### src/hw/rtl/ads_pkg.sv
package ads_pkg;

  localparam int DEPTH  = 16;
  localparam int IDX_W  = (DEPTH > 1) ? $clog2(DEPTH) : 1;
  localparam int DATA_W = 32;

  localparam logic [IDX_W-1:0] LAST_SLOT = IDX_W'(DEPTH - 1);
  localparam logic [IDX_W-1:0] IDX_ONE   = IDX_W'(1);
  localparam logic [IDX_W-1:0] IDX_ZERO  = '0;

  typedef enum logic [1:0] {
    OP_PUSH_REAR  = 2'd0,
    OP_PUSH_FRONT = 2'd1,
    OP_POP_FRONT  = 2'd2,
    OP_POP_REAR   = 2'd3
  } op_t;

  typedef enum logic [1:0] {
    ST_OK    = 2'd0,
    ST_FULL  = 2'd1,
    ST_EMPTY = 2'd2
  } status_t;

  typedef enum logic [2:0] {
    S_IDLE,
    S_SHIFT_RD,
    S_SHIFT_WR,
    S_FRONT_WR,
    S_EMIT,
    S_OUT
  } state_t;

  typedef struct packed {
    logic                     we;
    logic [IDX_W-1:0]         waddr;
    logic signed [DATA_W-1:0] wdata;
    logic                     re;
    logic [IDX_W-1:0]         raddr;
  } mem_req_t;

endpackage

### src/hw/rtl/ads_in_if.sv
interface ads_in_if;
  import ads_pkg::*;

  logic                     valid;
  logic                     ready;
  logic [1:0]               opcode;
  logic signed [DATA_W-1:0] value;

  modport source (output valid, output opcode, output value, input ready);
  modport sink (input valid, input opcode, input value, output ready);
endinterface

### src/hw/rtl/ads_out_if.sv
interface ads_out_if;
  import ads_pkg::*;

  logic                     valid;
  logic                     ready;
  logic [1:0]               status;
  logic                     element_valid;
  logic signed [DATA_W-1:0] element;
  logic                     last;

  modport source (output valid, output status, output element_valid, output element,
                  output last, input ready);
  modport sink (input valid, input status, input element_valid, input element,
                input last, output ready);
endinterface

### src/hw/rtl/array_deque_shifting.sv
// Channel  Dir  Beat fields                                  Handshake
// in_ch    in   opcode[1:0], value[31:0] signed               valid / ready
// out_ch   out  status[1:0], element_valid, element[31:0], last  valid / ready
//
// One operation at a time: in_ch.ready is high only while idle.
// An operation returns one result beat per entry left in the queue, or a single
// beat when it is left empty; a front push at slot zero over held entries first
// shifts each up one slot, one read or one write per cycle on the slot memory.
// Reset (rst_n low, synchronous) empties the queue; slot contents are not cleared.
// A stalled result beat holds until taken.
module array_deque_shifting (
  input  logic      clk,
  input  logic      rst_n,
  ads_in_if.sink    in_ch,
  ads_out_if.source out_ch
);
  import ads_pkg::*;

  mem_req_t                 mem_req;
  logic signed [DATA_W-1:0] mem_rdata;

  ads_ctrl u_ctrl (
    .clk    (clk),
    .rst_n  (rst_n),
    .in_ch  (in_ch),
    .out_ch (out_ch),
    .req    (mem_req),
    .rdata  (mem_rdata)
  );

  ads_mem u_mem (
    .clk   (clk),
    .req   (mem_req),
    .rdata (mem_rdata)
  );

`ifndef SYNTHESIS
  a_no_overlap: assert property (@(posedge clk) disable iff (!rst_n)
    !(out_ch.valid && in_ch.ready))
    else $error("result beat offered while accepting a new operation");

  a_busy_after_accept: assert property (@(posedge clk) disable iff (!rst_n)
    (in_ch.valid && in_ch.ready) |=> !in_ch.ready)
    else $error("ready stayed high after an accepted operation");

  a_empty_beat: assert property (@(posedge clk) disable iff (!rst_n)
    (out_ch.valid && !out_ch.element_valid) |-> (out_ch.last && out_ch.element == '0))
    else $error("empty-queue beat not marked last with zero element");
`endif

endmodule

### src/hw/rtl/ads_mem.sv
module ads_mem (
  input  logic                              clk,
  input  ads_pkg::mem_req_t                 req,
  output logic signed [ads_pkg::DATA_W-1:0] rdata
);
  import ads_pkg::*;

  logic signed [DATA_W-1:0] slot_r [DEPTH];
  logic signed [DATA_W-1:0] rdata_r;

  always_ff @(posedge clk) begin
    if (req.we) begin
      slot_r[req.waddr] <= req.wdata;
    end
    if (req.re) begin
      rdata_r <= slot_r[req.raddr];
    end
  end

  assign rdata = rdata_r;

endmodule

### src/hw/rtl/ads_ctrl.sv
module ads_ctrl (
  input  logic                              clk,
  input  logic                              rst_n,
  ads_in_if.sink                            in_ch,
  ads_out_if.source                         out_ch,
  output ads_pkg::mem_req_t                 req,
  input  logic signed [ads_pkg::DATA_W-1:0] rdata
);
  import ads_pkg::*;

  state_t                   state_r, state_nxt;
  logic                     empty_r, empty_nxt;
  logic [IDX_W-1:0]         front_r, front_nxt;
  logic [IDX_W-1:0]         rear_r, rear_nxt;
  logic [IDX_W-1:0]         idx_r, idx_nxt;
  logic signed [DATA_W-1:0] value_r, value_nxt;
  status_t                  status_r, status_nxt;

  op_t  op;
  logic full;
  logic out_last;

  assign op       = op_t'(in_ch.opcode);
  assign full     = !empty_r && (rear_r == LAST_SLOT);
  assign out_last = empty_r || (idx_r == rear_r);

  always_ff @(posedge clk) begin
    if (!rst_n) begin
      state_r <= S_IDLE;
      empty_r <= 1'b1;
      front_r <= '0;
      rear_r  <= '0;
      idx_r   <= '0;
    end else begin
      state_r <= state_nxt;
      empty_r <= empty_nxt;
      front_r <= front_nxt;
      rear_r  <= rear_nxt;
      idx_r   <= idx_nxt;
    end
  end

  always_ff @(posedge clk) begin
    value_r  <= value_nxt;
    status_r <= status_nxt;
  end

  // next state and index updates
  always_comb begin
    state_nxt  = state_r;
    empty_nxt  = empty_r;
    front_nxt  = front_r;
    rear_nxt   = rear_r;
    idx_nxt    = idx_r;
    value_nxt  = value_r;
    status_nxt = status_r;
    unique case (state_r)
      S_IDLE: begin
        if (in_ch.valid) begin
          value_nxt  = in_ch.value;
          status_nxt = ST_OK;
          state_nxt  = S_EMIT;
          unique case (op)
            OP_PUSH_REAR: begin
              if (full) begin
                status_nxt = ST_FULL;
              end else if (empty_r) begin
                empty_nxt = 1'b0;
                front_nxt = IDX_ZERO;
                rear_nxt  = IDX_ZERO;
              end else begin
                rear_nxt = rear_r + IDX_ONE;
              end
            end
            OP_PUSH_FRONT: begin
              if (full) begin
                status_nxt = ST_FULL;
              end else if (empty_r) begin
                empty_nxt = 1'b0;
                front_nxt = IDX_ZERO;
                rear_nxt  = IDX_ZERO;
              end else if (front_r != IDX_ZERO) begin
                front_nxt = front_r - IDX_ONE;
              end else begin
                idx_nxt   = rear_r;
                state_nxt = S_SHIFT_RD;
              end
            end
            OP_POP_FRONT: begin
              if (empty_r) begin
                status_nxt = ST_EMPTY;
              end else if (front_r == rear_r) begin
                empty_nxt = 1'b1;
              end else begin
                front_nxt = front_r + IDX_ONE;
              end
            end
            OP_POP_REAR: begin
              if (empty_r) begin
                status_nxt = ST_EMPTY;
              end else if (front_r == rear_r) begin
                empty_nxt = 1'b1;
              end else begin
                rear_nxt = rear_r - IDX_ONE;
              end
            end
            default: state_nxt = S_EMIT;
          endcase
        end
      end
      S_SHIFT_RD: begin
        state_nxt = S_SHIFT_WR;
      end
      S_SHIFT_WR: begin
        if (idx_r == IDX_ZERO) begin
          state_nxt = S_FRONT_WR;
        end else begin
          idx_nxt   = idx_r - IDX_ONE;
          state_nxt = S_SHIFT_RD;
        end
      end
      S_FRONT_WR: begin
        rear_nxt  = rear_r + IDX_ONE;
        state_nxt = S_EMIT;
      end
      S_EMIT: begin
        idx_nxt   = front_r;
        state_nxt = S_OUT;
      end
      S_OUT: begin
        if (out_ch.ready) begin
          if (out_last) begin
            state_nxt = S_IDLE;
          end else begin
            idx_nxt = idx_r + IDX_ONE;
          end
        end
      end
      default: state_nxt = S_IDLE;
    endcase
  end

  // handshakes, memory port, result beat
  always_comb begin
    in_ch.ready          = 1'b0;
    out_ch.valid         = 1'b0;
    out_ch.status        = status_r;
    out_ch.element_valid = !empty_r;
    out_ch.element       = empty_r ? '0 : rdata;
    out_ch.last          = out_last;
    req                  = '0;
    unique case (state_r)
      S_IDLE: begin
        in_ch.ready = 1'b1;
        req.wdata   = in_ch.value;
        if (in_ch.valid && !full) begin
          if (op == OP_PUSH_REAR) begin
            req.we    = 1'b1;
            req.waddr = empty_r ? IDX_ZERO : rear_r + IDX_ONE;
          end else if (op == OP_PUSH_FRONT && (empty_r || front_r != IDX_ZERO)) begin
            req.we    = 1'b1;
            req.waddr = empty_r ? IDX_ZERO : front_r - IDX_ONE;
          end
        end
      end
      S_SHIFT_RD: begin
        req.re    = 1'b1;
        req.raddr = idx_r;
      end
      S_SHIFT_WR: begin
        req.we    = 1'b1;
        req.waddr = idx_r + IDX_ONE;
        req.wdata = rdata;
      end
      S_FRONT_WR: begin
        req.we    = 1'b1;
        req.waddr = IDX_ZERO;
        req.wdata = value_r;
      end
      S_EMIT: begin
        req.re    = !empty_r;
        req.raddr = front_r;
      end
      S_OUT: begin
        out_ch.valid = 1'b1;
        req.re       = out_ch.ready && !out_last;
        req.raddr    = idx_r + IDX_ONE;
      end
      default: req = '0;
    endcase
  end

endmodule
### src/flat_wrapper.sv
// flat-port wrapper written by rule: the top's interface ports become plain ports
module array_deque_shifting_flat import ads_pkg::*;
  (clk, rst_n, in_ch_valid, in_ch_opcode, in_ch_value, in_ch_ready, out_ch_valid, out_ch_status, out_ch_element_valid, out_ch_element, out_ch_last, out_ch_ready);
  ads_in_if in_ch_i ();
  ads_out_if out_ch_i ();
  input  logic clk;
  input  logic rst_n;
  input wire logic [$bits(in_ch_i.valid)-1:0] in_ch_valid;
  input wire logic [$bits(in_ch_i.opcode)-1:0] in_ch_opcode;
  input wire logic [$bits(in_ch_i.value)-1:0] in_ch_value;
  output wire logic [$bits(in_ch_i.ready)-1:0] in_ch_ready;
  output wire logic [$bits(out_ch_i.valid)-1:0] out_ch_valid;
  output wire logic [$bits(out_ch_i.status)-1:0] out_ch_status;
  output wire logic [$bits(out_ch_i.element_valid)-1:0] out_ch_element_valid;
  output wire logic [$bits(out_ch_i.element)-1:0] out_ch_element;
  output wire logic [$bits(out_ch_i.last)-1:0] out_ch_last;
  input wire logic [$bits(out_ch_i.ready)-1:0] out_ch_ready;
  assign in_ch_i.valid = in_ch_valid;
  assign in_ch_i.opcode = in_ch_opcode;
  assign in_ch_i.value = in_ch_value;
  assign in_ch_ready = in_ch_i.ready;
  assign out_ch_valid = out_ch_i.valid;
  assign out_ch_status = out_ch_i.status;
  assign out_ch_element_valid = out_ch_i.element_valid;
  assign out_ch_element = out_ch_i.element;
  assign out_ch_last = out_ch_i.last;
  assign out_ch_i.ready = out_ch_ready;
  array_deque_shifting u_core (.clk(clk), .rst_n(rst_n), .in_ch(in_ch_i), .out_ch(out_ch_i));
endmodule
### config.mk
export PLATFORM = sky130hd
export DESIGN_NAME = array_deque_shifting_flat
export DESIGN_NICKNAME = d
export VERILOG_FILES = /design/src/hw/rtl/ads_pkg.sv /design/src/hw/rtl/ads_in_if.sv /design/src/hw/rtl/ads_out_if.sv /design/src/hw/rtl/array_deque_shifting.sv /design/src/hw/rtl/ads_mem.sv /design/src/hw/rtl/ads_ctrl.sv /design/src/flat_wrapper.sv
export SDC_FILE = /design/constraint.sdc
export NUM_CORES = 1
export LEC_CHECK = 0
export BUFFER_PORTS_ARGS = -buffer_cell sky130_fd_sc_hd__buf_2
export CORE_UTILIZATION = 40
export DETAILED_ROUTE_END_ITERATION = 7
export GPL_TIMING_DRIVEN = 0
export SLEW_MARGIN = 20
export SYNTH_ARGS = -nofsm -noshare
export SYNTH_HDL_FRONTEND = slang
export SYNTH_SLANG_ARGS = --single-unit
### constraint.sdc
create_clock -name clk -period 6.9 [get_ports clk]
set_input_delay 0.345 -clock clk [delete_from_list [all_inputs] [get_ports clk]]
set_output_delay 0.345 -clock clk [all_outputs]
set_load 0.02 [all_outputs]
=== Word-level counts from Yosys, hierarchy flattened ===
Memory sizes are Yosys's and may differ from the RTL's. A register that Yosys moved wholly into a read port is not among the register bits.
Index checks and enable logic that the tools add are counted.

* Bits in registers: 50
* Bits in latches: 0
* Memory bits (writable): 512
* ROM bits: 0
* Input port bits: 38
* Output and inout port bits: 38
* Logic and storage cells: 122
* Memories kept: 1

* Add/sub/neg operators: 6
* $mul: 0
* Divide/modulo/power cells: 0
* Magnitude comparators: 0
* Eq/ne operators: 33
* Shifts and indexed selects: 0
* Mux-type cells: 51
* Bitwise operators: 0
* Reduce and logical (&&, ||, !) cells: 24

{| class="wikitable"
|+ Memory list
! memory !! words !! bits a word !! read ports !! clocked after Yosys merged registers in !! wr ports !! RTL line !! source
|-
| u_core.u_mem.slot_r || 16 || 32 || 1 || 1 || 1 || ads_mem.sv:8 || <nowiki>logic signed [DATA_W-1:0] slot_r [DEPTH];</nowiki>
|}

{| class="wikitable"
|+ Operators with widths
! operator !! number
|-
| $pmux 37 s3 || 1
|-
| $mux 4 || 21
|-
| $mux 32 || 1
|-
| $ne 2x2->1 const B || 15
|-
| $pmux 4 s3 || 2
|-
| $mux 3 || 7
|-
| $ne 3x3->1 const B || 6
|-
| $pmux 3 s6 || 1
|-
| $reduce_and 9->1 || 2
|-
| $pmux 4 s4 || 1
|-
| $mux 5 || 3
|-
| $pmux 5 s3 || 1
|-
| $add 4x1->4 const B || 3
|-
| $sub 4x1->4 const B || 3
|-
| $eq 4x4->1 || 2
|-
| $mux 1 || 8
|-
| $pmux 4 s2 || 1
|-
| $reduce_and 8->1 || 1
|-
| $reduce_bool 4->1 || 2
|-
| $eq 3x2->1 const B || 2
|-
| $eq 3x3->1 const B || 2
|-
| $reduce_and 3->1 || 2
|-
| $eq 2x2->1 const B || 2
|-
| $eq 4x4->1 const B || 1
|-
| other kinds (16) || 24
|}

=== Depth between registers and ports, before layout ===
Gate-level depths: netlist of run 1.

* Depth after elaboration: 9
* Gate-level depth with buffers: 11
* Depth with buffers taken out: 8

=== Modules after synthesis ===
From an unflattened synthesis of run 1, not the netlist that was laid out.

* Cell total of the unflattened synthesis: 1312
* Area total of the unflattened synthesis: 24060.6 µm²

{| class="wikitable"
|+ By module, submodules not included
! module !! times used !! cells each !! area an instance (µm²) !! sequential area each (µm²)
|-
| ads_mem || 1 || 838 || 20155.6 || 16335.7
|-
| ads_ctrl || 1 || 474 || 3905.0 || 1341.3
|}

=== Worst setup path after synthesis of run 1 ===
OpenSTA, ideal clock, no wires.

* Path kind: register to register
* Start point: register u_core.u_ctrl.front_r[0]
* End point: memory u_core.u_mem.slot_r[4][0], enable pin
* Library setup time: 0.421 ns
* Arrival: 3.179 ns
* Slack: 3.300 ns
* Stages on the path, launching flop included: 10
* Buffers on the path: 1
* Cell sequence: dfxtp_1 > buf_2 > inv_1 > ha_1 > or3b_1 > o21ai_1 > nor4_1 > a211oi_1 > nand2_1 > nor2_1

* Cells in the longest elaborated chain, start to end: 9

{| class="wikitable"
|+ Ends and longest elaborated chain
! element !! RTL line !! source
|-
| start: declaration || ads_ctrl.sv:13 || <nowiki>logic [IDX_W-1:0] front_r, front_nxt;</nowiki>
|-
| start signal: assignment || ads_ctrl.sv:37 || <nowiki>front_r <= front_nxt;</nowiki>
|-
| branches (longest 3 deep; another with $sub 4x1->4) || n/a ||
|-
| $mux 5 (*) || ads_ctrl.sv:160 || <nowiki>end else if (op == OP_PUSH_FRONT && (empty_r || front_r != IDX_ZERO)) begin</nowiki>
|-
| $mux 5 (*) || ads_ctrl.sv:157 || <nowiki>if (op == OP_PUSH_REAR) begin</nowiki>
|-
| $mux 5 (*) || ads_ctrl.sv:156 || <nowiki>if (in_ch.valid && !full) begin</nowiki>
|-
| $pmux 37 s3 (*) || ads_ctrl.sv:152 || <nowiki>unique case (state_r)</nowiki>
|-
| $mux 1 || ads_mem.sv:12 || <nowiki>if (req.we) begin</nowiki>
|-
| $mux 1 (not written as such) || ads_mem.sv:13 || <nowiki>slot_r[req.waddr] <= req.wdata;</nowiki>
|-
| end: declaration || ads_mem.sv:8 ||
|}

Mark *: on every way between the ends.

=== Final worst setup path of run 1 ===
* Start point: register u_core.u_ctrl.front_r[0]
* End point: memory u_core.u_mem.slot_r[5][18], enable pin

Same word-level chain as after synthesis.

==> impl_metrics.py, run 1 <==
metrics = {
    "logic_synthesis": {
        "synthTopCellsByArea": "edfxtp_1, mux4_2, a22oi_1",
        "syn_nets": 1359,
        "netlist_instances": 1310,
        "synth_top_area_share": 0.717,
        "synth-edff-count": 578,
        "ys_seq_area_frac": 0.730,
        "synth_cell_types": 66,
        "yosysTopAreaCell": "edfxtp_1",
        "ys_ff_latch": 594,
        "async_reset_ff_frac": 0,
        "ys.flop_type": "edfxtp_1",
        "ys_top_cells_by_count": "edfxtp_1, mux4_2, nor2_1",
        "yosysWarnings": 0,
        "synth.most_common_cell": "edfxtp_1",
        "synth_area_um2": 24200,
        "avgSynthCellArea_um2": 18.5,
    },
    "finish": {
        "n_antenna_cell": 0,
        "fin_cells": 2330,
        "area_growth_pct": 18.7,
        "num-nets-final": 1558,
        "drive_above_1_share": 0.247,
    },
    "route": {
        "wl_mm": 62.2,
        "vias": 13170,
        "wl_per_cell_um": 26.7,
        "drc": 0,
        "drt-vias-per-instance": 5.65,
        "drtIter0Drc": 1221,
        "final_antenna_net_count": 0,
        "firstDrtPassIters": 5,
    },
    "critical_path": {
        "required_ns": 7.22,
        "slowest_stage": "nor2_4",
        "critPathCaptureType": "flip-flop",
        "max_stage_delay_ns": 0.67,
        "crit_type": "flip-flop to flip-flop",
        "rr_worst_depth": 10,
        "path_cells": "buf_2 > inv_1 > ha_1 > or3b_1 > o21ai_1 > nor4_1 > a211oi_1 > nand2_1 > nor2_4 > buf_12",
        "arrival_ns": 3.92,
        "start_kind": "flip-flop",
        "path_max_fanout": 17,
    },
    "cts": {
        "root_buffer": "clkbuf_16",
        "htree_num_levels": 2,
        "cts_tree": "done",
        "cts.path.max_buffers": 3,
        "path_clk_slew_ns": 0.06,
        "worstSkewPairLatency_ns": 0.62,
        "numCtsBuffers": 60,
        "clkSinkCount": 594,
        "post-cts-setup-buffers": 0,
    },
    "global_route": {
        "grtUsageTotal": 0.208,
        "grt_pass1_wl_mm": 91.2,
        "antenna_found_initial": 0,
        "grt_max_degree": 36,
        "grt_pass1_vias": 13418,
        "overflow": 0,
    },
    "timing": {
        "finalCritPeriodShare": 0.522,
        "fin_tns_setup_ns": 0,
        "fmax_ghz": 0.278,
        "finalWorstSetupSlack_ns": 3.30,
        "final_max_slew_viol_count": 0,
        "finalCriticalPeriod_ns": 3.60,
        "hold_ws_ns": 0.0809,
        "rsz0062_at_grt": "no",
        "setup_violations": 0,
        "worst_pin_slew_ns": 1.03,
        "hold_viol": 0,
        "relSlewSlack": 0.309,
        "fin_worst_skew_ns": 0.0154,
    },
    "placement": {
        "place_inst": 2188,
        "portBuffers": 75,
        "dp_slack_ns": 3.33,
        "place_congestion": 0.868,
        "hpwl_mm": 40.0,
    },
    "floorplanning": {
        "ios": 76,
        "start_util": 0.407,
        "num_rows": 89,
        "coreArea_um2": 59500,
        "dieArea_um2": 61500,
        "die_y_um": 248,
        "die_x_um": 248,
    },
    "power": {
        "irDropWorstVdd_uv": 232,
        "p_total_mw": 10.1,
        "power.density_nw_per_um2": 350,
        "p_leak_nw": 9.39,
    },
    "min_path": {
        "holdPathStages": 3,
        "hold_path.class": "input port to flip-flop",
    },
    "run_status": {
        "status": "finished clean",
    },
    "job": {
        "drv_cap": 0,
    },
}
-- power by group --
| part | total (mW) | switching, mW | internal (mW) |
|---|---|---|---|
| registers | 4.67 | 0.0721 | 4.60 |
| logic | 2.14 | 1.43 | 0.709 |
| clock network | 3.25 | 1.36 | 1.89 |
| total | 10.1 | 2.86 | 7.20 |
-- worst max-delay path: cells and delay by family, from the launching register on --
| kind | cells | cell delay [ns] |
|---|---|---|
| AO/OA/AOI/OAI | 2 | 0.61 |
| adder cells (fa/ha/maj) | 1 | 0.26 |
| buffers and inverters | 3 | 0.57 |
| flip-flops | 1 | 0.31 |
| AND/OR/NAND/NOR | 4 | 1.51 |
-- path summary, 6_finish.rpt --
path	endpoint	slack [ns]	startpoint
max	u_core.u_mem.slot_r[5][18]	3.30	u_core.u_ctrl.front_r[0]
min	u_core.u_ctrl.front_r[2]	0.08	rst_n
max reg2reg	u_core.u_mem.slot_r[5][18]	3.30	u_core.u_ctrl.front_r[0]
min reg2reg	u_core.u_ctrl.front_r[1]	0.67	u_core.u_ctrl.front_r[1]
-- metal layers --
layer	GRT usage	up-vias	routed length (um)
met2	0.337	451	30000
met4	0.0601	0	1450
met5	0	-	0
met1	0.291	6925	27000
li1	-	5693	-
met3	0.0326	101	3820
-- state kept, by name, indices dropped and copies added (netlist names) --
register / cells
u_core.u_ctrl.empty_r: 1
u_core.u_ctrl.front_r: 4
u_core.u_ctrl.idx_r: 4
u_core.u_ctrl.out_ch.status: 2
u_core.u_ctrl.rear_r: 4
u_core.u_ctrl.state_r: 3
u_core.u_ctrl.value_r: 32
u_core.u_mem.rdata: 32
u_core.u_mem.slot_r: 512
-- area by class of cell --
type / count / area, um^2
plain buffers: 85 / 547
clock buffers: 70 / 1580
clock inverters: 40 / 375
fillers: 4951 / 30700
inverters: 18 / 67.6
multi-input cells: 613 / 6060
flip-flops and latches: 594 / 17700
well taps: 773 / 967
repair buffers: 137 / 1480
-- metrics by stage --
| step | area (um^2) | util |
|---|---|---|
| after floorplan | 24200 | - |
| after global placement | 25600 | 0.430 |
| after detailed placement | 26500 | 0.445 |
| after CTS | 28800 | 0.484 |
| after global routing | 28800 | 0.484 |
| final | 28800 | 0.484 |
-- cells by family (layout without fill, tap and decap cells) --
kind of cell | count (synthesis) | count (layout) | share of synthesized area
mux | 169 | 169 | 0.138
xor+xnor | 16 | 16 | 0.00579
buf+inv | 103 | 350 | 0.0254
flops | 594 | 594 | 0.730
fa+ha+maj | 11 | 11 | 0.00568
compound gates | 170 | 170 | 0.0483
simple gates | 247 | 247 | 0.0474
-- cells in the final DEF, fill, tap and decap left out, types with 5 or more instances in the layout --
cell           count
clkbuf_1          41
nor4_1             5
dfxtp_1           16
o21ai_0            9
mux4_1            10
mux2i_1           40
bufinv_16          7
nor2_1            87
nor2_4            17
xor2_1            12
nor2b_1           38
mux4_2           118
nand2b_1           7
nand2_1           57
buf_1              7
clkbuf_16         62
ha_1              11
buf_12            13
inv_1             15
buf_2            105
edfxtp_1         578
nand3_1            9
dlygate4sd3_1     32
a21oi_1           48
a22oi_1           65
clkinv_1          15
buf_16            25
clkinv_2          14
-- timing repair --
item / 4_1_cts / 5_1_grt
hold buffers: 32 / 0
resized for setup: 0 / 0
hold endpoints to repair: 32 / 0
Note: power is estimated with default switching activity, not from simulation.
==> run 2, diff against run 1 <==
- clock period: 6.9 -> 3.1 ns (I/O delays scaled with it)
==> run 2 against run 1 <==
Effect of this change: the flow now finishes with violations (setup timing); sequential share of layout area down 1.4 points; clock skew up 0.0051 ns; via count up 1.8%; clock power up 120%; clock-buffer cell count down 1; die area unchanged; maximum frequency up 14%; non-clock buffer count up 32; hold slack worse by 0.038 ns; total power up 120%; cell count up 1.1%.
==> impl_metrics.py, run 2 (same netlist as run 1, synthesis figures left out) <==
metrics = {
    "finish": {
        "n_antenna_cell": 0,
        "drive_above_1_share": 0.293,
        "largest_register_ffs": 512,
        "largest-register": "u_core.u_mem.slot_r",
        "fill_cells": 4863,
        "mostFrequentLayoutCell": "edfxtp_1",
        "layout_common_cells": "edfxtp_1, mux4_2, buf_2, nor2_1",
        "final_area_um2": 29400,
        "area_growth_pct": 21.5,
        "post-route-util": 0.495,
        "num-nets-final": 1590,
    },
    "timing": {
        "hold_viol": 0,
        "final_max_slew_viol_count": 0,
        "relSlewSlack": 0.356,
        "finalCritPeriodShare": 1.02,
        "setup_violations": 48,
        "finalWorstSetupSlack_ns": -0.0599,
        "fin_worst_skew_ns": 0.0206,
        "rsz0062_at_grt": "yes",
        "fmax_ghz": 0.316,
        "worst_pin_slew_ns": 0.963,
        "finalCriticalPeriod_ns": 3.16,
    },
    "job": {
        "drv_cap": 0,
    },
    "min_path": {
        "hold_path.class": "input port to flip-flop",
        "holdPathStages": 4,
    },
    "critical_path": {
        "r2r_setup_slack_ns": -0.06,
        "max_stage_delay_ns": 0.74,
        "path_common_cell": "clkbuf_1",
        "rr_worst_depth": 6,
        "slowest_stage": "nor2_1",
        "critPathCaptureType": "flip-flop",
        "path_max_fanout": 16,
        "path_cells": "buf_4 > and2_1 > clkbuf_1 > clkbuf_1 > a21oi_1 > nor2_1",
        "arrival_ns": 3.44,
        "required_ns": 3.38,
        "start_kind": "flip-flop",
        "crit_type": "flip-flop to flip-flop",
    },
    "run_status": {
        "violations": "setup timing",
        "status": "complete, but fails checks",
    },
    "route": {
        "wl_per_cell_um": 26.9,
        "drt-vias-per-instance": 5.69,
        "drtIter0Drc": 1475,
        "firstDrtPassIters": 5,
        "drc": 0,
        "wl_mm": 63.3,
        "final_antenna_net_count": 0,
        "vias": 13408,
    },
    "power": {
        "p_leak_nw": 9.69,
        "p_int_mw": 16.1,
        "power.density_nw_per_um2": 766,
        "p_sw_mw": 6.46,
        "clkPwrFrac": 0.321,
        "pwr-share-seq": 0.461,
        "switching_share": 0.287,
        "irDropWorstVdd_uv": 503,
        "p_comb_frac": 0.218,
    },
    "floorplanning": {
        "die_x_um": 248,
        "num_rows": 89,
        "ios": 76,
        "die_y_um": 248,
        "start_util": 0.407,
        "coreArea_um2": 59500,
        "dieArea_um2": 61500,
    },
    "global_route": {
        "antenna_found_initial": 0,
        "grt_pass1_vias": 13522,
        "overflow": 0,
        "grtUsageTotal": 0.209,
        "grt_max_degree": 36,
        "grt_pass1_wl_mm": 91.2,
    },
    "cts": {
        "clkSinkCount": 594,
        "numCtsBuffers": 60,
        "cts.path.max_buffers": 3,
        "cts_tree": "done",
        "worstSkewPairLatency_ns": 0.63,
        "htree_num_levels": 2,
        "root_buffer": "clkbuf_16",
        "path_clk_slew_ns": 0.06,
    },
    "placement": {
        "dp_slack_ns": -0.400,
        "hpwl_mm": 40.4,
        "place_congestion": 0.854,
        "portBuffers": 75,
        "dpl_cell_area_um2": 26500,
    },
}
[run 2: cell count changes in the layout (fill, tap and decap cells not counted), sizes merged]
cell           previous run  this run
buf                     157       182
clkbuf                  103       106
clkdlybuf4s15             0         1
clkinv                   30        19
clkinvlp                  3         6
dlygate4sd3              32        34
inv                      18        20
[run 2: worst paths after layout]
path                                    end                     start
setup / recovery  u_core.u_mem.slot_r[4][5]  u_core.u_ctrl.state_r[0]
hold / removal     u_core.u_ctrl.state_r[0]               in_ch_valid
hold reg to reg    u_core.u_ctrl.front_r[1]  u_core.u_ctrl.front_r[1]
setup reg to reg  u_core.u_mem.slot_r[4][5]  u_core.u_ctrl.state_r[0]
[run 2: per-layer routing]
metal | up-vias | wire length (um) | track usage
met1 | 7032 | 26500 | 0.288
met4 | 0 | 1590 | 0.0592
met5 | - | 0 | 0
met2 | 532 | 31000 | 0.342
met3 | 93 | 4250 | 0.0354
li1 | 5751 | - | -
[run 2: layout make-up]
class | count | area (um^2) | share of cell area
inverters | 18 | 67.6 | 0.00230
multi-input cells | 613 | 6200 | 0.211
flip-flops and latches | 594 | 17700 | 0.601
clock inverters | 34 | 367 | 0.0125
clock buffers | 69 | 1580 | 0.0536
repair buffers | 169 | 1960 | 0.0668
well taps | 773 | 967 | 0.0329
plain buffers | 85 | 597 | 0.0203
[run 2: stage by stage]
| step | hold WS [ns] | setup TNS, ns | std cells | power (mW) |
|---|---|---|---|---|
| 6_report | 0.0428 | -1.85 | 2355 | 22.5 |
| 5_1_grt | 0.0790 | -11.74 | 2355 | 23.4 |
| 4_1_cts | 0.0138 | -0.462 | 2349 | 22.6 |
| 3_3_place_gp | 0.348 | -1316.04 | 2158 | 15.0 |
| 2_1_floorplan | 0.254 | -213.72 | 1310 | 13.5 |
| 3_5_place_dp | 0.348 | -116.56 | 2188 | 15.3 |
[run 2: what timing repair did]
item                                    4_1_cts  5_1_grt
endpoints found under the setup margin      799      767
pin swaps                                    14        4
hold endpoints to repair                     36        0
resized for setup                            20       58
cloned                                        0        1
hold buffers                                 34        0
setup buffers                                24        5
[run 2: worst max-delay path, delay by kind of cell, from the launching register on]
kind,cells,cell delay [ns]
flops,1,0.36
buf+inv,3,1.41
simple gates,2,0.86
compound gates,1,0.17
[run 2: power by group through the flow]
stage | logic (mW) | registers [mW] | clock network (mW)
after CTS | 4.84 | 10.4 | 7.35
after global placement | 4.47 | 10.6 | 0
after floorplan | 2.96 | 10.5 | 0
final | 4.91 | 10.4 | 7.24
after global routing | 5.28 | 10.4 | 7.65
after detailed placement | 4.72 | 10.6 | 0
==> run 3, diff against run 2 <==
- MAX_ROUTING_LAYER: default -> met4
- REMOVE_ABC_BUFFERS: default -> 1
==> run 3 against run 2 <==
Effect of this change: the run now ends clean; clock skew fell by 0.0080 ns; design area shrank 0.24%; register-to-register slack better by 0.13 ns; critical endpoint is now u_core.u_mem.slot_r[15][29].
==> impl_metrics.py, run 3 (same netlist as run 1, synthesis figures left out) <==
metrics = {
    "route": {
        "wl_mm": 63.3,
        "final_antenna_net_count": 0,
        "drc": 0,
        "vias": 13418,
        "drt-vias-per-instance": 5.80,
        "wl_per_cell_um": 27.4,
        "firstDrtPassIters": 8,
        "drtIter0Drc": 1446,
    },
    "finish": {
        "largest-register": "u_core.u_mem.slot_r",
        "mostFrequentLayoutCell": "edfxtp_1",
        "num-nets-final": 1545,
        "final_area_um2": 29300,
        "area_growth_pct": 21.2,
        "layout_common_cells": "edfxtp_1, mux4_2, nor2_1, buf_2, a22oi_1",
        "post-route-util": 0.494,
        "n_antenna_cell": 0,
        "fill_cells": 4831,
        "largest_register_ffs": 512,
        "fin_cells": 2313,
        "drive_above_1_share": 0.282,
    },
    "cts": {
        "root_buffer": "clkbuf_16",
        "numCtsBuffers": 59,
        "clkSinkCount": 594,
        "cts.path.max_buffers": 3,
        "cts_tree": "done",
        "path_clk_slew_ns": 0.06,
        "worstSkewPairLatency_ns": 0.62,
        "htree_num_levels": 2,
    },
    "power": {
        "irDropWorstVdd_uv": 415,
        "p_total_mw": 22.4,
        "power.density_nw_per_um2": 765,
        "p_leak_nw": 9.60,
    },
    "floorplanning": {
        "die_x_um": 248,
        "ios": 76,
        "dieArea_um2": 61500,
        "coreArea_um2": 59500,
        "start_util": 0.407,
        "num_rows": 89,
        "die_y_um": 248,
    },
    "placement": {
        "dpl_cell_area_um2": 26700,
        "hpwl_mm": 36.5,
        "place_congestion": 0.784,
        "place_inst": 2138,
        "dp_slack_ns": -1.37,
        "portBuffers": 75,
    },
    "global_route": {
        "grtUsageTotal": 0.216,
        "antenna_found_initial": 0,
        "grt_pass1_wl_mm": 91.7,
        "overflow": 0,
        "grt_pass1_vias": 13510,
        "grt_max_degree": 39,
    },
    "critical_path": {
        "crit_type": "flip-flop to flip-flop",
        "start_kind": "flip-flop",
        "required_ns": 3.42,
        "critPathCaptureType": "flip-flop",
        "arrival_ns": 3.35,
        "path_max_fanout": 15,
    },
    "timing": {
        "fin_tns_setup_ns": 0,
        "rsz0062_at_grt": "no",
        "final_max_slew_viol_count": 0,
        "relSlewSlack": 0.306,
        "finalCriticalPeriod_ns": 3.03,
        "fin_worst_skew_ns": 0.0126,
        "setup_violations": 0,
        "hold_ws_ns": 0.182,
        "fmax_ghz": 0.330,
        "hold_viol": 0,
        "finalWorstSetupSlack_ns": 0.0723,
        "finalCritPeriodShare": 0.977,
        "worst_pin_slew_ns": 1.04,
    },
    "run_status": {
        "status": "finished clean",
    },
    "min_path": {
        "hold_path.class": "input port to flip-flop",
    },
    "job": {
        "drv_cap": 0,
    },
}
[run 3: cell types whose count changed in the layout (fill, tap and decap cells not counted), sizes merged]
cell	delta
clkbuf	-35
buf	-15
clkinv	+6
bufbuf	+5
bufinv	-3
dlygate4sd3	+3
inv	-2
clkdlybuf4s15	-1
[run 3: path summary, 6_finish.rpt]
kind                            startpoint                          end  slack, ns  cells past startpoint
setup / recovery  u_core.u_ctrl.state_r[0]  u_core.u_mem.slot_r[15][29]       0.07                      9
hold / removal             in_ch_opcode[1]     u_core.u_ctrl.front_r[1]       0.18                      5
setup reg to reg  u_core.u_ctrl.state_r[0]  u_core.u_mem.slot_r[15][29]       0.07                      9
hold reg to reg   u_core.u_ctrl.front_r[0]     u_core.u_ctrl.front_r[0]       0.56                      2
[run 3: power by group]
| part | leakage, nW | switching (mW) | internal [mW] |
|---|---|---|---|
| Combinational | 3.29 | 3.08 | 1.95 |
| Sequential | 5.42 | 0.305 | 10.2 |
| Clock | 0.889 | 2.98 | 3.90 |
| Total | 9.60 | 6.36 | 16.1 |
[run 3: layer usage]
layer  track usage  part of all wire  vias up
met5             -                 0        -
met4        0.0639             0.023        0
met3        0.0331             0.069      116
met2         0.339              0.48      595
met1         0.291              0.42     7050
li1              -                 -     5657
[run 3: repair_timing]
item	CTS	global route
hold buffers	37	0
endpoints found under the hold margin	42	0
setup endpoints to repair	516	612
pin swaps	18	4
setup buffers	30	1
gates cloned	5	1
gates resized for setup	13	20
[run 3: critical path, cell delays in order, from the launching register on]
cell and delay, ns:
dfxtp_4 0.38, buf_16 0.16, or3_1 0.42, inv_2 0.13, nand3_1 0.24, nor3_2 0.34, a211o_1 0.19, nand2_1 0.26
nor2_4 0.37, buf_12 0.23
[run 3: cell type report]
class                   count  area, um^2  area share
flip-flops and latches    594       17700       0.603
multi-input cells         613        6180       0.210
repair buffers            210        2590      0.0883
clock buffers              70        1560      0.0532
well taps                 773         967      0.0330
clock inverters            35         278     0.00946
inverters                  18        71.3     0.00243
